<file path="config.mk">
export PLATFORM = sky130hd
export DESIGN_NAME = kmp_stream_matcher
export DESIGN_NICKNAME = d
export VERILOG_FILES = /design/src/rtl/core/kmp_pkg.sv /design/src/rtl/core/kmp_ctrl.sv /design/src/rtl/core/kmp_datapath.sv /design/src/rtl/core/kmp_stream_matcher.sv
export SDC_FILE = /design/constraint.sdc
export NUM_CORES = 1
export LEC_CHECK = 0
export ABC_AREA = 1
export BUFFER_PORTS_ARGS = -buffer_cell sky130_fd_sc_hd__buf_2
export CAP_MARGIN = 30
export CORE_MARGIN = 10
export CORE_UTILIZATION = 58
export DETAILED_ROUTE_END_ITERATION = 16
export PLACE_DENSITY = 0.71
export SYNTH_ARGS = -nofsm -noshare
export SYNTH_HDL_FRONTEND = slang
export SYNTH_SLANG_ARGS = --single-unit
</file>
<file path="constraint.sdc">
create_clock -name clk -period 5.6 [get_ports clk]
set_input_delay 1.68 -clock clk [delete_from_list [all_inputs] [get_ports clk]]
set_output_delay 1.68 -clock clk [all_outputs]
set_load 0.05 [all_outputs]
</file>
<file path="src/rtl/core/kmp_pkg.sv">
package kmp_pkg;

    localparam int MATCH_W = 32;

    typedef enum logic [1:0] {
        CMD_CLEAR   = 2'd0,
        CMD_APPEND  = 2'd1,
        CMD_RESTART = 2'd2,
        CMD_TEXT    = 2'd3
    } kmp_cmd_t;

    localparam logic STATUS_MATCH = 1'b0;
    localparam logic STATUS_FULL  = 1'b1;

    typedef struct packed {
        kmp_cmd_t    cmd;
        logic [7:0]  char_in;
    } kmp_req_t;

    typedef struct packed {
        logic               status;
        logic [MATCH_W-1:0] match_start;
    } kmp_result_t;

    typedef enum logic [1:0] {
        ST_IDLE,
        ST_FETCH,
        ST_CMP,
        ST_FAIL_LD
    } kmp_state_t;

    // Commands from the controller to the datapath.
    typedef struct packed {
        logic do_clear;
        logic do_restart;
        logic do_reject;
        logic do_append_first;
        logic do_pos_inc;
        logic do_load;
        logic load_build;
        logic do_step;
        logic do_build_done;
        logic do_match;
        logic do_text_done;
        logic do_fail_load;
    } kmp_ctrl_t;

    // Status from the datapath to the controller.
    typedef struct packed {
        logic len_zero;
        logic len_full;
        logic eq;
        logic k_zero;
        logic hit;
    } kmp_stat_t;

endpackage

</file>
<file path="src/rtl/core/kmp_ctrl.sv">
module kmp_ctrl
    import kmp_pkg::*;
(
    input  logic      clk,
    input  logic      rst_n,
    input  logic      start,
    input  kmp_cmd_t  cmd,
    input  kmp_stat_t stat,
    output kmp_ctrl_t ctrl,
    output logic      busy
);

    kmp_state_t state_reg, state_next;
    logic       build_reg, build_next;

    always_ff @(posedge clk or negedge rst_n)
    begin
        if (!rst_n)
        begin
            state_reg <= ST_IDLE;
            build_reg <= 1'b0;
        end
        else
        begin
            state_reg <= state_next;
            build_reg <= build_next;
        end
    end

    // Next state.
    always_comb
    begin
        state_next = state_reg;
        build_next = build_reg;
        case (state_reg)
            ST_IDLE:
            begin
                if (start)
                begin
                    if (cmd == CMD_APPEND && !stat.len_full && !stat.len_zero)
                    begin
                        state_next = ST_FETCH;
                        build_next = 1'b1;
                    end
                    else if (cmd == CMD_TEXT && !stat.len_zero)
                    begin
                        state_next = ST_FETCH;
                        build_next = 1'b0;
                    end
                end
            end
            ST_FETCH:
            begin
                state_next = ST_CMP;
            end
            ST_CMP:
            begin
                if (!stat.eq && !stat.k_zero)
                begin
                    state_next = ST_CMP;
                end
                else if (!build_reg && stat.hit)
                begin
                    state_next = ST_FAIL_LD;
                end
                else
                begin
                    state_next = ST_IDLE;
                end
            end
            ST_FAIL_LD:
            begin
                state_next = ST_IDLE;
            end
            default:
            begin
                state_next = ST_IDLE;
            end
        endcase
    end

    // Outputs.
    always_comb
    begin
        ctrl = '0;
        busy = (state_reg != ST_IDLE);
        case (state_reg)
            ST_IDLE:
            begin
                if (start)
                begin
                    case (cmd)
                        CMD_CLEAR:
                        begin
                            ctrl.do_clear = 1'b1;
                        end
                        CMD_APPEND:
                        begin
                            if (stat.len_full)
                            begin
                                ctrl.do_reject = 1'b1;
                            end
                            else if (stat.len_zero)
                            begin
                                ctrl.do_append_first = 1'b1;
                            end
                            else
                            begin
                                ctrl.do_load    = 1'b1;
                                ctrl.load_build = 1'b1;
                            end
                        end
                        CMD_RESTART:
                        begin
                            ctrl.do_restart = 1'b1;
                        end
                        CMD_TEXT:
                        begin
                            if (stat.len_zero)
                            begin
                                ctrl.do_pos_inc = 1'b1;
                            end
                            else
                            begin
                                ctrl.do_load = 1'b1;
                            end
                        end
                        default:
                        begin
                            ctrl = '0;
                        end
                    endcase
                end
            end
            ST_FETCH:
            begin
                ctrl = '0;
            end
            ST_CMP:
            begin
                if (!stat.eq && !stat.k_zero)
                begin
                    ctrl.do_step = 1'b1;
                end
                else if (build_reg)
                begin
                    ctrl.do_build_done = 1'b1;
                end
                else if (stat.hit)
                begin
                    ctrl.do_match = 1'b1;
                end
                else
                begin
                    ctrl.do_text_done = 1'b1;
                end
            end
            ST_FAIL_LD:
            begin
                ctrl.do_fail_load = 1'b1;
            end
            default:
            begin
                ctrl = '0;
            end
        endcase
    end

    a_one_action: assert property (@(posedge clk) disable iff (!rst_n)
        $onehot0({ctrl.do_clear, ctrl.do_restart, ctrl.do_reject, ctrl.do_append_first,
                  ctrl.do_pos_inc, ctrl.do_load, ctrl.do_step, ctrl.do_build_done,
                  ctrl.do_match, ctrl.do_text_done, ctrl.do_fail_load}))
        else $error("more than one datapath action in a cycle");

    a_fail_ld_after_match: assert property (@(posedge clk) disable iff (!rst_n)
        (state_reg == ST_FAIL_LD) |-> $past(ctrl.do_match))
        else $error("failure link load without a preceding match");

    a_no_match_in_build: assert property (@(posedge clk) disable iff (!rst_n)
        ctrl.do_match |-> !build_reg)
        else $error("match reported while extending the pattern");

endmodule

</file>
<file path="src/rtl/core/kmp_datapath.sv">
module kmp_datapath
    import kmp_pkg::*;
#(
    parameter int MAX_PATTERN   = 64,
    parameter int POSITION_BITS = 32
)
(
    input  logic        clk,
    input  logic        rst_n,
    input  kmp_req_t    req,
    input  kmp_ctrl_t   ctrl,
    output kmp_stat_t   stat,
    output logic        result_valid,
    output kmp_result_t result
);

    localparam int ADDR_W = $clog2(MAX_PATTERN);
    localparam int LEN_W  = $clog2(MAX_PATTERN + 1);
    localparam int EXT_W  = (POSITION_BITS > MATCH_W) ? POSITION_BITS : MATCH_W;

    logic [7:0]        pat_mem  [MAX_PATTERN];
    logic [ADDR_W-1:0] fail_mem [MAX_PATTERN];

    logic [7:0]        pat_rdata;
    logic [ADDR_W-1:0] fail_rdata;
    logic [ADDR_W-1:0] pat_raddr, fail_raddr, waddr;
    logic [7:0]        pat_wdata;
    logic [ADDR_W-1:0] fail_wdata;
    logic              mem_we;

    logic [LEN_W-1:0]         len_reg, len_next;
    logic [ADDR_W-1:0]        build_reg, build_next;
    logic [ADDR_W-1:0]        matched_reg, matched_next;
    logic [POSITION_BITS-1:0] pos_reg, pos_next;
    logic                     valid_reg, valid_next;
    kmp_result_t              result_reg, result_next;
    logic [ADDR_W-1:0]        k_reg, k_next;
    logic [7:0]               char_reg, char_next;

    logic [LEN_W-1:0]         k_adv;
    logic [ADDR_W-1:0]        k_start;
    logic [POSITION_BITS-1:0] start_pos;
    logic [EXT_W-1:0]         start_ext;

    // Status for the controller.
    always_comb
    begin
        k_adv         = LEN_W'(k_reg) + LEN_W'(pat_rdata == char_reg);
        stat.len_zero = (len_reg == '0);
        stat.len_full = (len_reg == LEN_W'(MAX_PATTERN));
        stat.eq       = (pat_rdata == char_reg);
        stat.k_zero   = (k_reg == '0);
        stat.hit      = (k_adv == len_reg);
    end

    // Memory addressing. A failure step reads straight from the link just fetched.
    always_comb
    begin
        pat_raddr  = ctrl.do_step ? fail_rdata : k_reg;
        fail_raddr = ctrl.do_match ? ADDR_W'(len_reg - LEN_W'(1)) : (pat_raddr - ADDR_W'(1));
        mem_we     = ctrl.do_append_first | ctrl.do_build_done;
        waddr      = len_reg[ADDR_W-1:0];
        pat_wdata  = ctrl.do_build_done ? char_reg : req.char_in;
        fail_wdata = ctrl.do_build_done ? k_adv[ADDR_W-1:0] : '0;
    end

    always_ff @(posedge clk)
    begin
        if (mem_we)
        begin
            pat_mem[waddr]  <= pat_wdata;
            fail_mem[waddr] <= fail_wdata;
        end
        pat_rdata  <= pat_mem[pat_raddr];
        fail_rdata <= fail_mem[fail_raddr];
    end

    always_comb
    begin
        start_pos = pos_reg - POSITION_BITS'(len_reg) + POSITION_BITS'(1);
        start_ext = EXT_W'(start_pos);
        k_start   = (LEN_W'(matched_reg) >= len_reg) ? '0 : matched_reg;
    end

    always_comb
    begin
        len_next     = len_reg;
        build_next   = build_reg;
        matched_next = matched_reg;
        pos_next     = pos_reg;
        valid_next   = 1'b0;
        result_next  = result_reg;
        k_next       = k_reg;
        char_next    = char_reg;

        if (ctrl.do_clear)
        begin
            len_next     = '0;
            build_next   = '0;
            matched_next = '0;
        end
        if (ctrl.do_restart)
        begin
            pos_next     = '0;
            matched_next = '0;
        end
        if (ctrl.do_reject)
        begin
            valid_next              = 1'b1;
            result_next.status      = STATUS_FULL;
            result_next.match_start = '0;
        end
        if (ctrl.do_append_first)
        begin
            len_next     = LEN_W'(1);
            build_next   = '0;
            matched_next = '0;
        end
        if (ctrl.do_load)
        begin
            k_next    = ctrl.load_build ? build_reg : k_start;
            char_next = req.char_in;
        end
        if (ctrl.do_step)
        begin
            k_next = fail_rdata;
        end
        if (ctrl.do_build_done)
        begin
            len_next     = len_reg + LEN_W'(1);
            build_next   = k_adv[ADDR_W-1:0];
            matched_next = '0;
        end
        if (ctrl.do_match)
        begin
            valid_next              = 1'b1;
            result_next.status      = STATUS_MATCH;
            result_next.match_start = start_ext[MATCH_W-1:0];
        end
        if (ctrl.do_text_done)
        begin
            matched_next = k_adv[ADDR_W-1:0];
        end
        if (ctrl.do_fail_load)
        begin
            matched_next = fail_rdata;
        end
        if (ctrl.do_pos_inc || ctrl.do_text_done || ctrl.do_fail_load)
        begin
            pos_next = pos_reg + POSITION_BITS'(1);
        end
    end

    always_ff @(posedge clk or negedge rst_n)
    begin
        if (!rst_n)
        begin
            len_reg     <= '0;
            build_reg   <= '0;
            matched_reg <= '0;
            pos_reg     <= '0;
            valid_reg   <= 1'b0;
        end
        else
        begin
            len_reg     <= len_next;
            build_reg   <= build_next;
            matched_reg <= matched_next;
            pos_reg     <= pos_next;
            valid_reg   <= valid_next;
        end
    end

    always_ff @(posedge clk)
    begin
        result_reg <= result_next;
        k_reg      <= k_next;
        char_reg   <= char_next;
    end

    assign result_valid = valid_reg;
    assign result       = result_reg;

    a_result_source: assert property (@(posedge clk) disable iff (!rst_n)
        result_valid |-> $past(ctrl.do_reject || ctrl.do_match))
        else $error("result strobe without a reject or a match");

    a_len_bound: assert property (@(posedge clk) disable iff (!rst_n)
        len_reg <= LEN_W'(MAX_PATTERN))
        else $error("pattern length beyond capacity");

    a_matched_below_len: assert property (@(posedge clk) disable iff (!rst_n)
        (LEN_W'(matched_reg) < len_reg) || (matched_reg == '0))
        else $error("matched length not below pattern length");

endmodule

</file>
<file path="src/rtl/core/kmp_stream_matcher.sv">
// Clear, restart, a full-store reject, an append to an empty pattern and a text byte on
// an empty pattern are done without leaving idle. Any other append or text byte passes
// through the fetch state, then stays in compare for each failure link followed; a match
// adds the failure-link load state. Each link followed costs one memory read.
// Results appear in the cycle after the decision as a one-cycle strobe; they cannot stall.
// Reset clears lengths, match state and text position; pattern memory is not cleared.
module kmp_stream_matcher
    import kmp_pkg::*;
#(
    parameter int MAX_PATTERN   = 64,
    parameter int POSITION_BITS = 32
)
(
    input  logic        clk,
    input  logic        rst_n,
    input  logic        start,
    output logic        busy,
    input  kmp_req_t    req,
    output logic        result_valid,
    output kmp_result_t result
);

    kmp_ctrl_t ctrl;
    kmp_stat_t stat;

    kmp_ctrl u_ctrl (
        .clk   (clk),
        .rst_n (rst_n),
        .start (start),
        .cmd   (req.cmd),
        .stat  (stat),
        .ctrl  (ctrl),
        .busy  (busy)
    );

    kmp_datapath #(
        .MAX_PATTERN   (MAX_PATTERN),
        .POSITION_BITS (POSITION_BITS)
    ) u_datapath (
        .clk          (clk),
        .rst_n        (rst_n),
        .req          (req),
        .ctrl         (ctrl),
        .stat         (stat),
        .result_valid (result_valid),
        .result       (result)
    );

endmodule
</file>
* Word-level counts from Yosys, hierarchy flattened
Memories as Yosys holds them, arrays and structs flattened. A register that Yosys moved wholly into a read port is not among the register bits. Cells that the tools add are included.
Word-level totals: register bits 102, bits in latches 0, memory bits (writable) 896, memory bits (read-only) 0, output and inout port bits 35, word-level logic and storage cells 115, memories 2
Cells by class: add/sub/neg operators 7, $mul 0, div/mod/pow operators 0, order comparisons 1, equality and inequality tests 11, shift operators 0, multiplexer cells 57, bitwise gates (word level) 1, reductions and logical operators 25
Memories:
- u_datapath.pat_mem | words 64, width 8, rd ports 1, clocked after Yosys merged registers in 1, write ports 1, line kmp_datapath.sv:21 | logic [7:0] pat_mem [MAX_PATTERN];
- u_datapath.fail_mem | words 64, width 6, rd ports 1, clocked after Yosys merged registers in 1, write ports 1, line kmp_datapath.sv:22 | logic [ADDR_W-1:0] fail_mem [MAX_PATTERN];
Operators by type and width (count):
- $mux 32 | 4
- $mux 6 | 15
- $add 32x1->32 const B | 2
- $sub 32x7->32 | 1
- $mux 7 | 4
- $mux 1 | 18
- $mux 2 | 9
- $mux 12 | 1
- $sub 6x1->6 const B | 2
- $reduce_bool 2->1 | 5
- $eq 2x2->1 const B | 4
- $eq 8x8->1 | 1
- $mux 8 | 1
- $pmux 2 s4 | 1
- $pmux 4 s2 | 1
- $add 6x1->7 | 1
- $add 7x1->7 const B | 1
- $eq 7x7->1 | 1
- $eq 7x7->1 const B | 1
- $ge 6x7->1 | 1
- $logic_not 7->1 | 1
- $logic_not 6->1 | 1
- $reduce_bool 6->1 | 1
- $logic_and 1x1->1 | 5
- other kinds (12) | 20

* Logic depth before layout (Yosys ltp)
word-level depth 12, depth in mapped cells 36, depth with buffers taken out 32

* Hierarchy
Synthesis repeated with hierarchy kept, for this count alone.
Unflattened totals: cells, all modules 4057, area, all modules 44858.0 µm²
By module, submodules not included:
- kmp_datapath | instances 1, cells an instance 4009, area each 44569.0 µm², seq. area each 29888.7 µm²
- kmp_ctrl | instances 1, cells an instance 48, area each 289.0 µm², seq. area each 75.1 µm²

* Worst setup path before layout
Ideal clock, no wire load.
kind flip-flop to flip-flop, start point reg u_datapath.char_reg[4], end point mem u_datapath.pat_mem[0][0], data pin, library setup time 0.702 ns, data arrival time 3.790 ns, path slack 1.108 ns, cell stages (with the launch flop) 9, path through edfxtp_1 -> xnor2_1 -> nand2_1 -> nor2_1 -> nand2_1 -> nand2_1 -> nand3_1 -> clkbuf_1 -> o21ai_0
Between the ends: longest elaborated chain between the ends 6
Ends and longest elaborated chain:
- from (decl) | line kmp_datapath.sv:38 | logic [7:0] char_reg, char_next;
- from (signal assigned) | line kmp_datapath.sv:178 | char_reg <= char_next;
- $eq 8x8->1 | line kmp_datapath.sv:51 | stat.eq = (pat_rdata == char_reg);
- $logic_not 1->1 | line kmp_ctrl.sv:141 | if (!stat.eq && !stat.k_zero)
- $logic_and 1x1->1 | line kmp_ctrl.sv:141
- $mux 3 | line kmp_ctrl.sv:141
- $pmux 4 s2 | line kmp_ctrl.sv:87 | case (state_reg)
- $mux 8 | line kmp_datapath.sv:63 | pat_wdata = ctrl.do_build_done ? char_reg : req.char_in;
- net u_datapath.pat_wdata[0] | line kmp_datapath.sv:27 | logic [7:0] pat_wdata;
- to (decl) | line kmp_datapath.sv:21
The timed path passes the listed nets, and every way through them passes these cells.

* Worst setup path in the final report
start point reg u_datapath.char_reg[1], end point reg u_datapath.fail_rdata[5] (read register of u_datapath.fail_mem)
Between the ends: longest elaborated chain between the ends 8, elaborated cells on any way between the ends 13, classes of those cells add/sub: 2; eq/ne: 2; mux: 7; reduce/logical: 2
Ends and longest elaborated chain:
- $eq 8x8->1 * | line kmp_datapath.sv:48, kmp_datapath.sv:51
- $add 6x1->7 / $logic_not 1->1 (equally long branches) | line kmp_datapath.sv:48, kmp_ctrl.sv:141
- $eq 7x7->1 / $logic_and 1x1->1 (equally long branches) | line kmp_datapath.sv:53, kmp_ctrl.sv:141
- $mux 1, on equally long branches | line kmp_ctrl.sv:149, kmp_ctrl.sv:141
- $mux 2 / $pmux 4 s2 (equally long branches) | line kmp_ctrl.sv:145, kmp_ctrl.sv:87
- $mux 3 / $mux 6 (equally long branches) | line kmp_ctrl.sv:141, kmp_datapath.sv:59
- $pmux 4 s2 * | line kmp_ctrl.sv:87
- $mux 6 * | line kmp_datapath.sv:60 | fail_raddr = ctrl.do_match ? ADDR_W'(len_reg - LEN_W'(1)) : (pat_raddr - ADDR_W'(1));
- to (decl) | line kmp_datapath.sv:25 | logic [ADDR_W-1:0] fail_rdata;
Every way passes the cells marked *; elsewhere a longest branch is shown, timed or not. A chain may end at the register's enable or synchronous reset.

==> results.json <==
{
  "crit_type": "reg2reg",
  "rr_endpoint": "u_datapath.fail_rdata[5]",
  "cts_max_level": 3,
  "largest_register_ffs": 512,
  "slew_violations": 0,
  "dr.pass1.iters": 6,
  "cts_buffer_depth": 3,
  "syn_area_um2": 45040,
  "dp_slack_ps": 988.3,
  "async_flop_share_pct": 5.435,
  "grt_max_degree": 157,
  "root_buffer": "clkbuf_16",
  "critPathArrivalTime_ps": 5240,
  "drt_iter0_drc": 3967,
  "yosysUniqueCellTypes": 48,
  "finalHoldViolCount": 0,
  "ys_seq_elements": 1012,
  "grt_overflow": 0,
  "routed_via_density": 5.962,
  "grt_pass1_wl_um": 185400,
  "numPortBuffers": 47,
  "synth_area_per_cell_um2": 11.07,
  "synth_edf_count": 942,
  "cp-end-kind": "flip-flop",
  "required_ps": 6170,
  "tns_ps": 0,
  "num_rows": 102,
  "p_per_area_nw_per_um2": 587.8,
  "leakagePower_uw": 0.01982,
  "syn_inst": 4067,
  "clk_pin_slew_ps": 60,
  "worst_slack_ps": 927.3,
  "reg2regPathDepth": 29,
  "antenna_left": 0,
  "wl_um": 123500,
  "start_kind": "flip-flop",
  "setup_violations": 0,
  "area_growth_pct": 11.86,
  "core_um2": 77210,
  "dieArea_um2": 89200,
  "cp_slowest_cell": "edfxtp_1",
  "drc_errors": 0,
  "hp-start": "u_datapath.result[32]",
  "ys.flop_type": "edfxtp_1",
  "tightest_slew_ps": 1066,
  "cts_sinks": 1012,
  "grt_pass1_vias": 29930,
  "reg2reg_from": "u_datapath.char_reg[1]",
  "vias": 31590,
  "timing.slew.headroom_pct": 28.77,
  "slowest_delay_ps": 390,
  "io_pins": 48,
  "wl_per_cell_um": 23.31,
  "ys_seq_area_share_pct": 66.53,
  "status": "finished clean",
  "hold_path.class": "reg2reg",
  "cts_hold_buf": 0,
  "die_h_um": 298.7,
  "initial_core_util_pct": 58.33,
  "final_cell_mix": "edfxtp_1, nand2_1, nand3_1",
  "post_cts_resized": 0,
  "worstSkewPairLatency_ps": 670,
  "ir_drop_uv": 827.4,
  "finalCriticalPeriod_ps": 4673,
  "cts_tree": "done",
  "fin_nets": 4262,
  "final_common_cell": "edfxtp_1",
  "synthesis.nets": 4153,
  "cpMostUsedCell": "nand2_1",
  "finalCritPeriodShare_pct": 83.44,
  "worst_hold_path.num_cells": 2,
  "die_w_um": 298.7,
  "n_antenna_cell": 0,
  "hold_end": "u_datapath.result[32]",
  "ys_warn_count": 0,
  "n_fill_cell": 5796,
  "rsz0062_at_grt": "false",
  "ff2ff_setup_slack_ps": 930,
  "cp_max_fo": 20,
  "fin_skew_ps": 29.38,
  "track_usage_pct": 27.21,
  "maxCapViolCount": 0,
  "hpwl_um": 77810,
  "antenna_found_initial": 2,
  "fmax_mhz": 214.0,
  "cts_made_buffers": 104,
  "drive_gt1_share_pct": 11.55,
  "postCtsSetupBuffers": 0,
  "globalplace.congestion": 0.9438
}
[per-stage QoR]
stage | power (µW) | instance area (µm²) | hold WS [ps] | util [%] | std cells
after CTS | 29360 | 50380 | 469.7 | 65.25 | 5298
after global placement | 22660 | 47030 | 462.5 | 60.91 | 5102
after detailed placement | 22810 | 47180 | 460.9 | 61.11 | 5110
final | 29620 | 50380 | 465.2 | 65.25 | 5298
after global routing | 31050 | 50380 | 491.2 | 65.25 | 5298
after floorplan | 18080 | 45040 | 453.8 | - | 4067
[cell families (layout without fill, tap and decap cells)]
kind of cell    after synthesis  after routing  share of synthesized area, %
compound gates              608            608                         8.515
xor+xnor                     19             19                        0.3862
fa+ha+maj                    73             73                         2.045
buf+inv                     740            931                         6.617
flops                      1012           1012                         66.53
simple gates               1615           1615                         15.91
[cell type report]
| cell class | instances | area (µm²) | area share, % |
|---|---|---|---|
| clock buffer | 146 | 2821 | 5.600 |
| clock inverter | 42 | 376.6 | 0.7475 |
| inverter | 539 | 2031 | 4.031 |
| multi-input combinational | 2315 | 12260 | 24.34 |
| sequential | 1012 | 29960 | 59.48 |
| tap | 1040 | 1301 | 2.583 |
| timing repair buffer | 204 | 1622 | 3.219 |
[synth_stat cells, drive strengths merged, types with 15 or more instances]
cell type	instances	area, µm²
o21ai	226	1142
nand3	562	2833
dfrtp	55	1376
dfxtp	15	300.3
o211ai	263	1974
a21oi	65	329.1
inv	537	2016
ha	72	900.9
buf	87	529.3
nand2	651	2486
or2	97	606.8
edfxtp	942	28290
clkbuf	114	427.9
nor2	276	1064
[worst max path at each step]
stage	startpoint	endpoint	slack [ps]	cells past startpoint
after global routing	u_datapath.char_reg[1]	u_datapath.fail_rdata[5]	520	30
after global placement	u_datapath.char_reg[0]	u_datapath.fail_rdata[5]	1010	29
final	u_datapath.char_reg[1]	u_datapath.fail_rdata[5]	930	29
after CTS	u_datapath.char_reg[1]	u_datapath.fail_rdata[5]	970	30
after floorplan	u_datapath.char_reg[4]	u_datapath.pat_mem[0][0]	1110	8
after detailed placement	u_datapath.char_reg[1]	u_datapath.fail_rdata[5]	990	30
[routing by layer]
metal / vias up / GRT usage (%) / share of wire (%)
met2: 1722 / 41.63 / 45
li1: 14370 / - / -
met5: - / 0 / 0.022
met1: 15160 / 36.91 / 39
met4: 4 / 12.85 / 5.2
met3: 333 / 5.964 / 11
[critical path: cells and delay by family, from the launching register on]
kind	cells	cell delay [ps]
DFF	1	390
adders and majority gates	3	760
buffers and inverters	5	980
and+or+nand+nor	21	2420
[power by group]
group | internal, µW | total, µW | switching [µW]
Combinational | 4080 | 14300 | 10300
Sequential | 8490 | 8720 | 230
Clock | 3730 | 6560 | 2830
Total | 16300 | 29600 | 13300
Power figures use the tool's default switching activity.
